### config.mk
export PLATFORM = sky130hd
export DESIGN_NAME = chacha_ctrl
export DESIGN_NICKNAME = d
export VERILOG_FILES = /design/src/rtl/core/chacha_pkg.sv /design/src/rtl/core/chacha_ctrl.sv
export SDC_FILE = /design/constraint.sdc
export NUM_CORES = 1
export LEC_CHECK = 0
export ABC_AREA = 0
export BUFFER_PORTS_ARGS = -buffer_cell sky130_fd_sc_hd__buf_2
export CORE_AREA = 2 2 39 41
export CTS_CLUSTER_SIZE = 20
export DETAILED_ROUTE_END_ITERATION = 8
export DIE_AREA = 0 0 41 43
export PLACE_DENSITY = 0.38
export REMOVE_ABC_BUFFERS = 1
export SLEW_MARGIN = 20
export SYNTH_ARGS = -nofsm -noshare
export SYNTH_HDL_FRONTEND = slang
export SYNTH_SLANG_ARGS = --single-unit
### constraint.sdc
create_clock -name clk -period 1.4 [get_ports clk]
set_input_delay 0.14 -clock clk [delete_from_list [all_inputs] [get_ports clk]]
set_output_delay 0.14 -clock clk [all_outputs]
set_load 0.03 [all_outputs]
### src/rtl/core/chacha_pkg.sv
// ----------------------------------------------------------------------------
// chacha_pkg
// Types, constants and the quarter-round function shared by the cipher core.
// ----------------------------------------------------------------------------
package chacha_pkg;

	typedef logic [31:0] word_t;
	typedef word_t [15:0] block_t;

	// State word constants "expand 32-byte k"
	localparam word_t SIGMA_0 = 32'h6170_7865;
	localparam word_t SIGMA_1 = 32'h3320_646E;
	localparam word_t SIGMA_2 = 32'h7962_2D32;
	localparam word_t SIGMA_3 = 32'h6B20_6574;

	// Ten double rounds, one round per cycle
	localparam int unsigned NUM_ROUNDS = 20;
	localparam int unsigned ROUND_W    = $clog2(NUM_ROUNDS);
	localparam logic [ROUND_W-1:0] LAST_ROUND = ROUND_W'(NUM_ROUNDS - 1);

	// Configuration register indexes
	localparam int unsigned CFG_ADDR_W = 3;
	localparam logic [CFG_ADDR_W-1:0] REG_KEY_01 = 3'd0;
	localparam logic [CFG_ADDR_W-1:0] REG_KEY_23 = 3'd1;
	localparam logic [CFG_ADDR_W-1:0] REG_KEY_45 = 3'd2;
	localparam logic [CFG_ADDR_W-1:0] REG_KEY_67 = 3'd3;
	localparam logic [CFG_ADDR_W-1:0] REG_NONCE  = 3'd4;

	// Controller states
	typedef enum logic [2:0] {
		ST_IDLE,
		ST_LOAD,
		ST_ROUND,
		ST_FINAL,
		ST_EMIT
	} ctrl_state_t;

	// Controller to datapath commands
	typedef struct packed {
		logic in_load;   // capture input word
		logic x_load;    // load working state from input state
		logic round_en;  // run one round
		logic finalize;  // add input state back, bump counter
		logic emit;      // write result word to output register
	} dp_cmd_t;

	// Datapath to controller status
	typedef struct packed {
		logic need_block;  // word at the input needs a fresh block
		logic round_done;  // last round in progress
		logic out_free;    // output register can take a word
	} dp_status_t;

	typedef struct packed {
		word_t a;
		word_t b;
		word_t c;
		word_t d;
	} qr_t;

	// One quarter round, rotations by 16, 12, 8 and 7
	function automatic qr_t quarter_round(input word_t a_i, input word_t b_i,
	                                      input word_t c_i, input word_t d_i);
		word_t a;
		word_t b;
		word_t c;
		word_t d;
		word_t t;
		qr_t   r;
		a = a_i;
		b = b_i;
		c = c_i;
		d = d_i;
		a = a + b; t = d ^ a; d = {t[15:0], t[31:16]};
		c = c + d; t = b ^ c; b = {t[19:0], t[31:20]};
		a = a + b; t = d ^ a; d = {t[23:0], t[31:24]};
		c = c + d; t = b ^ c; b = {t[24:0], t[31:25]};
		r.a = a;
		r.b = b;
		r.c = c;
		r.d = d;
		return r;
	endfunction

endpackage

### src/rtl/core/chacha_ctrl.sv
// ----------------------------------------------------------------------------
// chacha_ctrl
// Sequencer: input capture, block generation and result hand-off.
// ----------------------------------------------------------------------------
module chacha_ctrl (
	input  logic                   clk,
	input  logic                   arst_n,
	input  logic                   in_valid,
	output logic                   in_ready,
	input  chacha_pkg::dp_status_t status,
	output chacha_pkg::dp_cmd_t    cmd
);
	import chacha_pkg::*;

	ctrl_state_t state_q;
	ctrl_state_t state_nxt;

	// State register
	always_ff @(posedge clk or negedge arst_n) begin
		if (!arst_n) begin
			state_q <= ST_IDLE;
		end else begin
			state_q <= state_nxt;
		end
	end

	// Next state
	always_comb begin
		state_nxt = state_q;
		unique case (state_q)
			ST_IDLE: begin
				if (in_valid) begin
					state_nxt = status.need_block ? ST_LOAD : ST_EMIT;
				end
			end
			ST_LOAD:  state_nxt = ST_ROUND;
			ST_ROUND: begin
				if (status.round_done) state_nxt = ST_FINAL;
			end
			ST_FINAL: state_nxt = ST_EMIT;
			ST_EMIT: begin
				if (status.out_free) state_nxt = ST_IDLE;
			end
			default:  state_nxt = ST_IDLE;
		endcase
	end

	// Outputs
	always_comb begin
		cmd      = '0;
		in_ready = 1'b0;
		unique case (state_q)
			ST_IDLE: begin
				in_ready    = 1'b1;
				cmd.in_load = in_valid;
			end
			ST_LOAD:  cmd.x_load   = 1'b1;
			ST_ROUND: cmd.round_en = 1'b1;
			ST_FINAL: cmd.finalize = 1'b1;
			ST_EMIT:  cmd.emit     = status.out_free;
			default: begin
				cmd      = '0;
				in_ready = 1'b0;
			end
		endcase
	end

endmodule

==> impl_metrics.yaml <==
timing:
  fin_crit_ns: 1.33
  rsz0062_at_grt: "false"
  min_period_over_period_pct: 94.9
  skew_ns: 0.000295
  fmax_mhz: 752
  relSlewSlack_pct: 88.2
  tightestPinTransition_ns: 0.177
  slew_violations: 0
  setup_ws_ns: 0.0710
  hold_viol_final: 0
  setup_viol: 0
setup_path:
  cp-start-kind: "flop"
  critPathKind: "reg -> out"
  worst-path-max-fanout: 10
  cp_data_required_time_ns: 1.26
  endpoint_kind: "output port"
  cp.arrival_ns: 1.19
cells_and_area:
  design_area_um2: 329
  drive_above_1_share_pct: 65.7
  largestRegisters: "state_q x3"
  nNetsFinal: 42
  largest_reg_flops: 3
  antenna_cells: 0
  largest-register: "state_q"
  areaGrowthSynthToFinish_pct: 52.0
routing:
  routed_wl_um: 507
  drc: 0
  num_vias: 208
  drtPass1Iterations: 2
  drtIter0Drc: 2
  post_drt_via_cell_ratio: 4.08
  routedWlPerCell_um: 9.94
  antenna_left: 0
grt:
  grt_pass1_wl_um: 890
  grt-ovfl-total: 0
  track_usage_pct: 8.44
  grt_pass1_vias: 203
  grt_max_degree: 11
  antenna_found_initial: 0
cts:
  path_clk_slew_ns: 0.04
  cts_inserted_buffers: 3
  clockBufferDepth: 2
  cts-root-buf: "clkbuf_4"
  cts_tree: "yes"
  cts_max_level: 1
  clock_sinks: 3
  clkLatencyLatePin_ns: 0.23
floorplanning:
  start_util_pct: 15.6
  ios: 12
  die-area_um2: 1760
  rows: 14
  fp.dieW_um: 41
  coreArea_um2: 1380
  die_y_um: 43
logic_synthesis:
  ys_types: 17
  syn_area_per_cell_um2: 10.3
  ys_seq_elements: 3
  synth-seq-area-share_pct: 34.7
  netlist_instances: 21
  yosys_warnings: 0
  mappedNetlistArea_um2: 216
place:
  hpwl_um: 369
  dpl_worst_slack_ns: 0.169
  port_buffers: 11
  dpl_cell_area_um2: 268
  gp_congestion: 0.603
power:
  p_clk_share_pct: 20.5
  switching_power_uw: 344
  pwr-share-comb_pct: 51.8
  peakVddDrop_uv: 886
  intPower_uw: 415
  power_density_nw_per_um2: 2310
  switching_share_pct: 45.3
  pwr-share-seq_pct: 27.7
  p_leak_uw: 0.000158
job:
  maxCapViolations: 0
min_path:
  hold_class: "in -> reg"
outcome:
  outcome: "complete, no violations"
through the flow:
step	instances	util (%)	TNS [ns]	hold WS (ns)	power, uW
CTS	50	22.4	0	0.160	723
finish	51	23.8	0	0.155	759
detailed placement	45	19.3	0	-0.0598	545
global placement	45	19.3	0	-0.0555	545
global route	51	23.8	0	0.163	826
floorplan	18	-	-0.336	-0.156	445
worst max-delay path, stage by stage, from the launching register on:
cell and delay, ns:
dfrtp_2 0.46, and4bb_2 0.30, buf_2 0.19
final timing paths:
path                            start          to  slack (ns)  depth (start not counted)
setup / recovery           state_q[1]      cmd[0]        0.07                          2
hold / removal              status[1]  state_q[0]        0.15                          3
setup reg to reg           state_q[1]  state_q[2]        0.20                          2
hold reg to reg            state_q[2]  state_q[1]        0.54                          1
max in group asynchronous      arst_n  state_q[1]        1.04                          2
min in group asynchronous      arst_n  state_q[0]        0.24                          2
cells in the final DEF (no fill, tap or decap):
cell type      instances
buf_6                  1
and2_4                 1
a211oi_1               1
nand2_1                1
dlygate4sd3_1          1
nor2_1                 1
xnor2_1                1
nor3_2                 1
nand3b_1               2
clkbuf_4               3
and4bb_2               1
o211ai_2               1
or4b_1                 1
nor3b_1                2
clkbuf_1               1
inv_1                  1
buf_2                 10
dfrtp_2                3
or4b_4                 1
buf_4                  1
what timing repair did:
item | CTS | global route
hold endpoints to repair | 3 | 0
setup endpoints to repair | 1 | 3
hold buffers | 1 | 0
pin swaps | 0 | 2
gates cloned | 0 | 0
buffers inserted | 0 | 1
gates resized for setup | 2 | 6
cell families after synthesis:
kind of cell / after synthesis / share of synthesized area [%]
flip-flops: 3 / 34.7
buffers and inverters: 4 / 12.7
AND/OR/NAND/NOR: 11 / 39.3
AO/OA/AOI/OAI: 2 / 9.25
XOR/XNOR: 1 / 4.05
Yosys cell counts:
| cell | n | share of area [%] |
|---|---|---|
| and2_1 | 1 | 2.9 |
| a211oi_1 | 1 | 3.5 |
| buf_6 | 1 | 5.2 |
| o211ai_2 | 1 | 5.8 |
| inv_1 | 1 | 1.7 |
| nand3b_1 | 2 | 6.9 |
| buf_2 | 1 | 2.3 |
| nor3b_1 | 2 | 6.9 |
| or4b_4 | 1 | 6.4 |
| xnor2_1 | 1 | 4.0 |
| dfrtp_1 | 3 | 35 |
| and4bb_2 | 1 | 5.8 |
| nor2_1 | 1 | 1.7 |
| nand2_1 | 1 | 1.7 |
| buf_4 | 1 | 3.5 |
| nor3_1 | 1 | 2.3 |
| or4b_1 | 1 | 4.6 |
layer usage:
metal	share of wire, %	track usage, %	vias to the layer above
met4	0	4.00	0
met2	35	9.06	14
met1	47	9.03	90
met3	18	11.0	0
met5	0	0	-
li1	-	-	104
layout make-up:
| class | instances | area [um^2] |
|---|---|---|
| well taps | 16 | 20.0 |
| clock buffers | 4 | 26.3 |
| flip-flops and latches | 3 | 78.8 |
| fillers | 152 | 1050 |
| multi-input cells | 14 | 121 |
| inverters | 1 | 3.75 |
| repair buffers | 13 | 78.8 |
power groups by stage:
stage               Sequential, uW  Combinational (uW)  Clock, uW
finish                         210                 393        156
global route                   223                 424        179
floorplan                      183                 262          0
detailed placement             203                 342          0
CTS                            211                 349        162
global placement               201                 343          0
Power figures use the tool's default switching activity.
